File: config.mk
export PLATFORM = sky130hd
export DESIGN_NAME = tcw_ctrl
export DESIGN_NICKNAME = d
export VERILOG_FILES = /design/src/hdl/tcw_pkg.sv /design/src/hdl/tcw_ctrl.sv
export VERILOG_INCLUDE_DIRS = /design/src /design/src/hdl
export SDC_FILE = /design/constraint.sdc
export NUM_CORES = 1
export LEC_CHECK = 0
export CORE_MARGIN = 2
export CORE_UTILIZATION = 50
export CTS_BUF_LIST = sky130_fd_sc_hd__clkbuf_4 sky130_fd_sc_hd__clkbuf_8
export DETAILED_ROUTE_END_ITERATION = 7
export DONT_BUFFER_PORTS = 1
export PLACE_DENSITY_LB_ADDON = 0.15
export SYNTH_ARGS = -nofsm -noshare
export SYNTH_HDL_FRONTEND = slang
export SYNTH_SLANG_ARGS = --single-unit
export TNS_END_PERCENT = 10
File: constraint.sdc
create_clock -name clock -period 5.4 [get_ports clock]
set_clock_uncertainty 0.15 [all_clocks]
set_input_delay 0.27 -clock clock [delete_from_list [all_inputs] [get_ports clock]]
set_output_delay 0.27 -clock clock [all_outputs]
set_load 0.01 [all_outputs]
File: src/hdl/text_console_writer_assert.svh
// assertion helpers shared by the console modules
// both expect signals named clock and reset in the enclosing module
`ifndef TEXT_CONSOLE_WRITER_ASSERT_SVH
`define TEXT_CONSOLE_WRITER_ASSERT_SVH

// condition holds in the same cycle
`define TCW_ASSERT_SAME(name, ante, cons, msg) \
   name: assert property (@(posedge clock) disable iff (reset) (ante) |-> (cons)) \
      else $error(msg);

// condition holds in the next cycle
`define TCW_ASSERT_NEXT(name, ante, cons, msg) \
   name: assert property (@(posedge clock) disable iff (reset) (ante) |=> (cons)) \
      else $error(msg);

`endif

File: src/hdl/tcw_pkg.sv
`timescale 1ns / 1ps

package tcw_pkg;

   localparam int CURSOR_W = 11;

   typedef enum logic [2:0] {
      OP_PUT    = 3'd0,
      OP_ATTR   = 3'd1,
      OP_CURSOR = 3'd2,
      OP_CLEAR  = 3'd3,
      OP_READ   = 3'd4
   } op_type;

   localparam logic [7:0] CH_BACKSPACE = 8'd8;
   localparam logic [7:0] CH_TAB       = 8'd9;
   localparam logic [7:0] CH_NEWLINE   = 8'd10;
   localparam logic [7:0] CH_RETURN    = 8'd13;
   localparam logic [7:0] BLANK_CHAR   = 8'h20;
   localparam logic [7:0] DEFAULT_ATTR = 8'h07;

   typedef struct packed {
      logic [2:0] op;
      logic [7:0] char_code;
      logic [7:0] color;
      logic [6:0] column;
      logic [4:0] row;
   } req_type;

   typedef struct packed {
      logic [CURSOR_W-1:0] cursor;
      logic                scrolled;
      logic [7:0]          cell_char;
      logic [7:0]          cell_color;
   } rsp_type;

   // commands from the controller to the datapath
   typedef struct packed {
      logic capture;
      logic set_attr;
      logic set_cursor;
      logic home;
      logic newline_step;
      logic return_step;
      logic back_step;
      logic put_step;
      logic cnt_one;
      logic cnt_tab;
      logic rem_load;
      logic rem_step;
      logic addr_clear;
      logic copy_step;
      logic fill_step;
      logic fill_default;
      logic scroll_done;
      logic read_issue;
      logic load_rsp;
   } ctl_cmd_type;

   // status from the datapath to the controller
   typedef struct packed {
      logic [2:0] op;
      logic       is_newline;
      logic       is_return;
      logic       is_backspace;
      logic       is_tab;
      logic       at_end;
      logic       nl_scroll;
      logic       cursor_nz;
      logic       rem_ge_tab;
      logic       cnt_last;
      logic       copy_last;
      logic       fill_last;
   } ctl_sts_type;

endpackage

File: src/hdl/tcw_ctrl.sv
`timescale 1ns / 1ps
`include "text_console_writer_assert.svh"

module tcw_ctrl (
   input  logic                 clock,
   input  logic                 reset,
   input  logic                 req_valid,
   output logic                 req_ready,
   output logic                 rsp_valid,
   input  logic                 rsp_ready,
   output tcw_pkg::ctl_cmd_type cmd,
   input  tcw_pkg::ctl_sts_type sts
);

   import tcw_pkg::*;

   typedef enum logic [9:0] {
      S_INIT   = 10'b0000000001,
      S_IDLE   = 10'b0000000010,
      S_DECODE = 10'b0000000100,
      S_MOD    = 10'b0000001000,
      S_PUT    = 10'b0000010000,
      S_COPY   = 10'b0000100000,
      S_DRAIN  = 10'b0001000000,
      S_FILL   = 10'b0010000000,
      S_CLEAR  = 10'b0100000000,
      S_DONE   = 10'b1000000000
   } state_type;

   state_type state_ff, state_in;
   logic      rsp_valid_ff, rsp_valid_in;

   always_comb begin
      state_in  = state_ff;
      cmd       = '0;
      req_ready = 1'b0;
      unique case (state_ff)
         S_INIT: begin
            // power-up sweep fills the screen with the reset attribute
            cmd.fill_step = 1'b1;
            if (sts.fill_last) begin
               state_in = S_IDLE;
            end
         end
         S_IDLE: begin
            req_ready   = 1'b1;
            cmd.capture = req_valid;
            if (req_valid) begin
               state_in = S_DECODE;
            end
         end
         S_DECODE: begin
            unique case (sts.op)
               OP_PUT: begin
                  if (sts.is_newline) begin
                     if (sts.nl_scroll) begin
                        cmd.addr_clear = 1'b1;
                        state_in       = S_COPY;
                     end else begin
                        cmd.newline_step = 1'b1;
                        state_in         = S_DONE;
                     end
                  end else if (sts.is_return) begin
                     cmd.return_step = 1'b1;
                     state_in        = S_DONE;
                  end else if (sts.is_backspace) begin
                     cmd.back_step = sts.cursor_nz;
                     state_in      = S_DONE;
                  end else if (sts.is_tab) begin
                     cmd.rem_load = 1'b1;
                     state_in     = S_MOD;
                  end else begin
                     cmd.cnt_one = 1'b1;
                     state_in    = S_PUT;
                  end
               end
               OP_ATTR: begin
                  cmd.set_attr = 1'b1;
                  state_in     = S_DONE;
               end
               OP_CURSOR: begin
                  cmd.set_cursor = 1'b1;
                  state_in       = S_DONE;
               end
               OP_CLEAR: begin
                  cmd.addr_clear = 1'b1;
                  state_in       = S_CLEAR;
               end
               OP_READ: begin
                  cmd.read_issue = 1'b1;
                  state_in       = S_DONE;
               end
               default: begin
                  state_in = S_DONE;
               end
            endcase
         end
         S_MOD: begin
            if (sts.rem_ge_tab) begin
               cmd.rem_step = 1'b1;
            end else begin
               cmd.cnt_tab = 1'b1;
               state_in    = S_PUT;
            end
         end
         S_PUT: begin
            // past the last cell the screen scrolls before the write
            if (sts.at_end) begin
               cmd.addr_clear = 1'b1;
               state_in       = S_COPY;
            end else begin
               cmd.put_step = 1'b1;
               if (sts.cnt_last) begin
                  state_in = S_DONE;
               end
            end
         end
         S_COPY: begin
            cmd.copy_step = 1'b1;
            if (sts.copy_last) begin
               state_in = S_DRAIN;
            end
         end
         S_DRAIN: begin
            state_in = S_FILL;
         end
         S_FILL: begin
            cmd.fill_step    = 1'b1;
            cmd.fill_default = 1'b1;
            if (sts.fill_last) begin
               cmd.scroll_done = 1'b1;
               state_in        = sts.is_newline ? S_DONE : S_PUT;
            end
         end
         S_CLEAR: begin
            cmd.fill_step = 1'b1;
            if (sts.fill_last) begin
               cmd.home = 1'b1;
               state_in = S_DONE;
            end
         end
         S_DONE: begin
            if (!rsp_valid_ff || rsp_ready) begin
               cmd.load_rsp = 1'b1;
               state_in     = S_IDLE;
            end
         end
         default: begin
            state_in = S_IDLE;
         end
      endcase
   end

   always_comb begin
      rsp_valid_in = rsp_valid_ff;
      if (cmd.load_rsp) begin
         rsp_valid_in = 1'b1;
      end else if (rsp_ready) begin
         rsp_valid_in = 1'b0;
      end
   end

   always_ff @(posedge clock) begin
      if (reset) begin
         state_ff     <= S_INIT;
         rsp_valid_ff <= 1'b0;
      end else begin
         state_ff     <= state_in;
         rsp_valid_ff <= rsp_valid_in;
      end
   end

   assign rsp_valid = rsp_valid_ff;

   `TCW_ASSERT_NEXT(a_accept_decode, req_valid && req_ready, state_ff == S_DECODE,
      "accepted item not decoded")
   `TCW_ASSERT_NEXT(a_done_loads, state_ff == S_DONE && (!rsp_valid_ff || rsp_ready),
      rsp_valid_ff && state_ff == S_IDLE, "finished item not presented")
   `TCW_ASSERT_NEXT(a_scroll_resumes, state_ff == S_FILL && sts.fill_last && !sts.is_newline,
      state_ff == S_PUT, "scroll did not resume the pending write")

endmodule

==> out/qor.txt, run 1 <==
outcome - complete, no violations
Req. time, crit path - 4980 ps
Setup Crit Path Kind - reg2out
antenna violations before repair - 0
CP Launch Type - flop
P_int - 133 uW
CP max-delay cell - nor4_4
count leader, synth - nor2_1
Nets - 149
Slew Limit Headroom - 66.9%
Worst Path Arrival - 2060 ps
First-pass DRT Iterations - 7
ys async rst share - 0%
Final GP Congestion - 0.852
switching power - 54.6 uW
post-route cell area - 1020 sq um
clk slew on worst S/H paths - 80 ps
highest clock rate - 404 MHz
Hold Path Class - in2reg
synthesized flop and latch total - 11
crit-path max FO - 11
antenna cell count - 0
worst-skew pair later-pin latency - 270 ps
Synth area leaders - dfxtp_1, nor2_1, nor4_4, nand2_1, nand4_1
VDD IR max - 0.000116 V
Yosys top cell by area - dfxtp_1
# setup viols final - 0
largest net degree at the start of global routing - 12
average instance area after synthesis - 7.49 sq um
PostCTS Resize Cnt - 0
max-cap violations - 0
DRC violations left - 0
fin. max-slew vios - 0
DP Area - 973 sq um
Num CTS Buffers - 3
first-pass GRT wire length - 3900 um
placed cell count - 149
final wirelength - 2510 um
die area - 2320 sq um
Post-Syn Area - 973 sq um
Logic pwr share - 18.7%
share of layout cells above drive strength 1 - 9.23%
Routed WL per cell - 16.2 um
CTS tree - built
Leak Pwr - 0.000416 uW
fin cells - 155
initial DRC count - 36
DR vias - 986
setup bufs post-CTS - 0
crit path cell chain - nor4_4, and4b_1, and2b_2, nand4_1, nand3_1
htree depth - 1
Root Driver - clkbuf_4
GRT Overall Usage - 24.6%
Port Buffers - 0
cell row count - 15
Die Wd - 48.1 um
ANT nets after route - 0
distinct cell type count after synthesis - 43
post-DP HPWL - 1960 um
Final Power - 187 uW
Sequential Power Share - 47.4%
total nets after synthesis - 148
vias in the first global route - 847
Fill cells - 176
Mapped Cells - 130
Seq/Total Area, Yosys - 22.6%
clock network power share - 33.9%
Reg-to-Reg Start - state_ff[0]
Area Overhead vs Synth - 5.14%
# clock sinks - 11
io pins - 39
maximum root-to-sink buffer count - 2
Worst Tran Pin Value - 492 ps
Post-synth top flop - dfxtp_1
top post-synthesis cells by count - nor2_1, dfxtp_1, nand2_1
CORE AREA - 1780 sq um
Post-synth EDFFs - 0
Final Hold Viols - 0
Synth top area share - 22.6%
die height - 48.1 um
GR Overflow Total - 0
Vias/cell - 6.36
post-layout min period - 2480 ps
synth warn - 0
Hold Crit Start - sts[2]
Setup crit end kind - primary output
Sw Ratio - 29.2%
Critical Path Max Stage Delay - 470 ps
setup TNS - 0 ps
RSZ-0062 raised after global routing - false
power density cells - 183 nW/um^2
Starting Density - 54.6%
post-route clock period utilization - 45.9%
Critical Path Start - state_ff[7]
==> repair_timing <==
action,CTS,global route
setup endpoints to repair,0,0
endpoints found under the hold margin,10,0
hold buffers,2,0
==> through the flow <==
step,setup WS [ps],utilization [%],hold WS [ps]
final,2920,57.4,20.0
after global routing,2790,57.4,17.3
after CTS,2940,57.4,15.8
after detailed placement,3240,54.6,187
after global placement,3320,54.6,185
after floorplan,3490,-,235
==> worst max-delay path, delay by kind of cell, from the launching register on <==
kind,cells,cell delay [ps]
flip-flops,1,430
AND/OR/NAND/NOR,5,1350
==> routing by layer <==
metal	track usage, %	vias to the layer above	wire length (um)
met5	0	-	0
met4	3.24	0	14
met3	5.93	2	143
met2	42.9	31	1250
met1	31.6	466	1100
li1	-	487	-
==> final timing paths <==
path | endpoint | slack, ps | cells after the start
worst max-delay path | cmd[6] | 2920 | 5
worst min-delay path | state_ff[4] | 20 | 3
worst max register to register | state_ff[1] | 3370 | 5
worst min register to register | state_ff[0] | 450 | 1
==> registers in the layout, summed over array words and instances, names as in the netlist <==
register and flops:
rsp_valid 1, state_ff 10
==> cell families after synthesis <==
family / synth area share (%)
AO/OA/AOI/OAI: 20.7
XOR/XNOR: 2.70
buffers and inverters: 5.53
flip-flops: 22.6
AND/OR/NAND/NOR: 48.5
==> power by group through the flow <==
stage          registers, uW  clock network, uW  logic (uW)
2_1_floorplan           88.8                  0        29.4
3_3_place_gp            90.3                  0        32.4
6_report                88.7               63.4        34.9
4_1_cts                 88.7               64.1        35.0
5_1_grt                 89.1               67.2        38.8
3_5_place_dp            90.7                  0        32.5
==> placed cells by master (no fill, tap or decap), types with 2 or more instances in the layout <==
cell type      instances
nor2_1                12
dfxtp_1               11
nand2_1               10
a21oi_1                7
nand3_1                6
inv_1                  6
nand4_1                6
nor2b_1                5
nor4_1                 5
and3_1                 5
o21ai_0                5
nor3_1                 4
clkbuf_4               4
nor3b_1                3
nand2b_1               3
xor2_1                 3
a21o_1                 3
nor4_4                 2
and4_1                 2
and4b_1                2
nor4b_1                2
o211ai_1               2
o21a_1                 2
dlygate4sd3_1          2
==> final cells by class <==
type	instances	area, sq um	area share (%)
Multi-Input combinational cell	107	699	68.3
Sequential cell	11	220	21.5
Tap cell	25	31.3	3.06
Clock buffer	4	30.0	2.93
Inverter	6	22.5	2.20
Timing Repair Buffer	2	20.0	1.96
Power figures use the tool's default switching activity.
==> inputs of run 2 (changes only) <==
- clock period: 5.4 -> 2 ns (I/O delays scaled with it)
==> out/qor.txt, run 2 (synthesized netlist as in run 1, its figures left out) <==
post-DP HPWL - 2180 um (+11%)
post-layout min period - 1980 ps
Die Wd - 48.1 um (unchanged)
highest clock rate - 505 MHz
Starting Density - 54.6% (unchanged)
DP Worst Slack - 50.3 ps (-3190 ps)
Root Driver - clkbuf_4
Fill cells - 157 (-11%)
die area - 2320 sq um (unchanged)
crit-path max FO - 5 (-6)
GR Overflow Total - 0 (unchanged)
Vias/cell - 6.53 (+2.6%)
largest register by flop count - state_ff
worst-skew pair later-pin latency - 280 ps (about the same)
Nets - 170 (+14%)
die height - 48.1 um (unchanged)
power density cells - 446 nW/um^2 (+140%)
GRT Overall Usage - 27.9% (+3.3 points)
vias in the first global route - 1,016 (+20%)
clk slew on worst S/H paths - 80 ps (about the same)
io pins - 39 (unchanged)
most frequent cells in the layout - buf_4, nor2_1, nand2_1, dlygate4sd3_1
first-pass GRT wire length - 4460 um (+15%)
CP Launch Type - flop
Finished Core Util - 68.9% (+12 points)
Final WS setup - 21.3 ps (-2900 ps)
Leak Pwr - 0.000533 uW (+28%)
max reg flops - 10 (unchanged)
final wirelength - 3040 um (+21%)
R2R Setup Slk - 60 ps (-3310 ps)
Final GP Congestion - 0.892 (+4.7%)
cell row count - 15 (unchanged)
Hold Path Class - in2reg
Req. time, crit path - 1750 ps (-3230 ps)
First-pass DRT Iterations - 4 (-3)
Area Overhead vs Synth - 26.2%
outcome - complete, no violations
# setup viols final - 0 (unchanged)
CTS tree - built
Setup Crit Path Kind - reg2out
RSZ-0062 raised after global routing - true
Final Power - 548 uW (+190%)
max-cap violations - 0 (unchanged)
largest net degree at the start of global routing - 13 (+1)
htree depth - 1 (unchanged)
DRC violations left - 0 (unchanged)
share of layout cells above drive strength 1 - 22.5% (+13 points)
DR vias - 1,149 (+17%)
Setup crit end kind - primary output
VDD IR max - 0.000360 V (+210%)
fin. max-slew vios - 0 (unchanged)
CORE AREA - 1780 sq um (unchanged)
Routed WL per cell - 17.3 um (+6.7%)
initial DRC count - 54 (+50%)
Worst Tran Pin Value - 498 ps (+5.73 ps)
# clock sinks - 11 (unchanged)
Final Hold Viols - 0 (unchanged)
Port Buffers - 0 (unchanged)
antenna cell count - 0 (unchanged)
ANT nets after route - 0 (unchanged)
maximum root-to-sink buffer count - 2 (unchanged)
Worst Path Arrival - 1730 ps (-330 ps)
Slew Limit Headroom - 66.7% (-0.25 points)
Num CTS Buffers - 3 (unchanged)
antenna violations before repair - 0 (unchanged)
most common cell after layout, fill and taps aside - buf_4
post-route clock period utilization - 98.9%
## run 2: worst paths after layout
path                from           to  depth (start not counted)
max reg2reg  state_ff[3]  state_ff[1]                          6
min reg2reg  state_ff[0]  state_ff[0]                          1
max          state_ff[1]       cmd[6]                          5
min               sts[6]  state_ff[5]                          4
## run 2: routing by layer
layer,up-vias,share of wire (%),global-route usage [%]
met5,-,0,0
met2,80,49,46.9
met1,526,41,36.8
met4,0,1.9,11.4
li1,536,-,-
met3,7,8.7,2.22
## run 2: through the flow
stage	hold slack [ps]	cells	area (sq um)	setup TNS (ps)
after global routing	20.6	176	1230	-172
final	6.17	176	1230	0
after CTS	13.1	174	1190	0
after floorplan	64.9	130	973	0
after global placement	14.4	158	1040	0
after detailed placement	15.9	158	1040	0
## run 2: final cells by class
class	count	area, sq um	area share, %
clock buffer	4	30.0	2.44
sequential	11	225	18.3
tap	25	31.3	2.55
multi-input combinational	107	722	58.8
inverter	6	22.5	1.83
timing repair buffer	23	198	16.1
## run 2: critical path, stage by stage, from the launching register on
cell and delay, ps:
dfxtp_2 350, nor4_2 310, and4b_2 300, and2b_2 190
nand4_1 150, nand3_2 140
## run 2: power breakdown
group / leakage (uW) / total, uW / internal (uW) / switching [uW]
combinational: 0.000424 / 131 / 63.2 / 67.8
clock: 0.0000184 / 178 / 91.0 / 86.6
sequential: 0.0000905 / 240 / 227 / 12.7
## run 2: timing repair
action	CTS	global route
gates resized for setup	2	8
buffers inserted	2	2
hold endpoints to repair	11	0
hold buffers	10	0
setup endpoints to repair	6	8
pin swaps	5	4
==> inputs of run 3 (changes only) <==
==> constraint.sdc (replaced) <==
create_clock -name clock -period 2 [get_ports clock]
set_clock_uncertainty 0.15 [all_clocks]
set_input_delay 0.4 -clock clock [delete_from_list [all_inputs] [get_ports clock]]
set_output_delay 0.4 -clock clock [all_outputs]
set_load 0.01 [all_outputs]
==> out/qor.txt, run 3 (synthesized netlist as in run 1, its figures left out) <==
outcome - finished, violations left
failing checks - negative setup slack
worst-skew pair later-pin latency - 290 ps (about the same)
First-pass DRT Iterations - 4 (unchanged)
clk slew on worst S/H paths - 80 ps (about the same)
post-layout min period - 2270 ps (+293 ps)
fin. max-slew vios - 0 (unchanged)
post-DP HPWL - 2260 um (+3.6%)
Setup Crit Path Kind - reg2out
CP Launch Type - flop
hold-critical path depth - 1 (-3)
Area Overhead vs Synth - 32.9%
Final Hold Viols - 0 (unchanged)
crit-path max FO - 4 (-1)
Req. time, crit path - 1450 ps (-300 ps)
Slew Limit Headroom - 46.6% (-20 points)
placed cell count - 166 (+5.1%)
Hold Crit Endpoint - state_ff[5]
Worst Path Arrival - 1720 ps (about the same)
Final Hold Slack - 12.2 ps (+6.02 ps)
maximum root-to-sink buffer count - 2 (unchanged)
Leak Pwr - 0.000561 uW (+5.3%)
Port Buffers - 0 (unchanged)
RSZ-0062 raised after global routing - true
most frequent cells in the layout - buf_4, nand2_1, nor2_1
worst reg2reg endpoint - state_ff[5]
DP Area - 1110 sq um (+6.6%)
initial DRC count - 27 (-50%)
Routed WL per cell - 17.5 um (+1.5%)
Hold Path Class - in2reg
Reg-to-Reg Start - state_ff[8]
CORE AREA - 1780 sq um (unchanged)
Fill cells - 139 (-11%)
final wirelength - 3100 um (+2.1%)
Starting Density - 54.6% (unchanged)
Nets - 171 (+0.59%)
Num CTS Buffers - 3 (unchanged)
most common cell after layout, fill and taps aside - buf_4
ANT nets after route - 0 (unchanged)
worst-case reg-to-reg path depth - 8 (+2)
Final Power - 554 uW (+1.0%)
cell row count - 15 (unchanged)
largest register by flop count - state_ff
# setup viols final - 18 (+18)
power density cells - 428 nW/um^2 (-4.1%)
largest net degree at the start of global routing - 13 (unchanged)
Vias/cell - 6.59 (+0.99%)
io pins - 39 (unchanged)
CTS tree - built
antenna violations before repair - 0 (unchanged)
# clock sinks - 11 (unchanged)
die area - 2320 sq um (unchanged)
Setup crit end kind - primary output
DR vias - 1,167 (+1.6%)
die height - 48.1 um (unchanged)
antenna cell count - 0 (unchanged)
DRC violations left - 0 (unchanged)
Final GP Congestion - 0.864 (-3.1%)
hold buffers post-CTS - 0 (-10)
post-route cell area - 1290 sq um (+5.3%)
share of layout cells above drive strength 1 - 40.8% (+18 points)
Die Wd - 48.1 um (unchanged)
VDD IR max - 0.000342 V (-5.1%)
first-pass GRT wire length - 4700 um (+5.2%)
R2R Setup Slk - -50 ps (-110 ps)
vias in the first global route - 1,026 (+0.98%)
setup TNS - -2860 ps (-2860 ps)
htree depth - 1 (unchanged)
fin cells - 177 (+0.57%)
Hold Crit Start - reset
Final WS setup - -272 ps (-293 ps)
highest clock rate - 440 MHz (-13%)
post-route clock period utilization - 114% (+15 points)
max reg flops - 10 (unchanged)
Worst Tran Pin Value - 794 ps (+296 ps)
Root Driver - clkbuf_4
max-cap violations - 0 (unchanged)
GR Overflow Total - 0 (unchanged)
GRT Overall Usage - 30.2% (+2.3 points)
[run 3: cell type report]
cell class	instances	area (sq um)	area share, %
well taps	25	31.3	2.42
repair buffers	24	191	14.8
inverters	6	22.5	1.74
clock buffers	4	30.0	2.32
flip-flops and latches	11	233	18.0
multi-input cells	107	786	60.7
[run 3: how the worst max path moves through the flow]
| stage | start | to | slack (ps) | cells after the start |
|---|---|---|---|---|
| final | state_ff[8] | cmd[6] | -270 | 5 |
| after global routing | state_ff[8] | cmd[6] | -360 | 5 |
| after CTS | state_ff[5] | cmd[6] | -210 | 5 |
| after detailed placement | state_ff[0] | cmd[6] | 30 | 5 |
| after global placement | state_ff[0] | cmd[6] | 80 | 5 |
| after floorplan | state_ff[0] | cmd[6] | 20 | 5 |
[run 3: per-layer routing]
metal / global-route usage, % / vias up / wire length [um]
met4: 15.1 / 0 / 111
met3: 6.30 / 18 / 248
met2: 48.8 / 61 / 1480
met1: 38.0 / 552 / 1260
li1: - / 536 / -
met5: 0 / - / 0
[run 3: critical path, cell delays in order, from the launching register on]
cell     delay, ps
dfxtp_1        350
nor4_4         300
and4b_1        280
and2b_2        190
nand4_1        170
nand3_2        150
[run 3: what timing repair did]
action                     CTS  global route
pin swaps                    8             7
cloned                       0             0
setup endpoints to repair   18            26
buffers inserted             5             2
gates resized for setup     23            11
[run 3: per-stage QoR]
step                worst slack (ps)  util, %
floorplan                       17.7        -
global placement                77.1     62.2
detailed placement              33.6     62.2
CTS                             -214     69.6
global route                    -356     72.6
finish                          -272     72.6
[run 3: report_power, final]
group	internal (uW)	switching [uW]
clock network	91.2	92.7
registers	226	14.2
logic	67.7	62.4
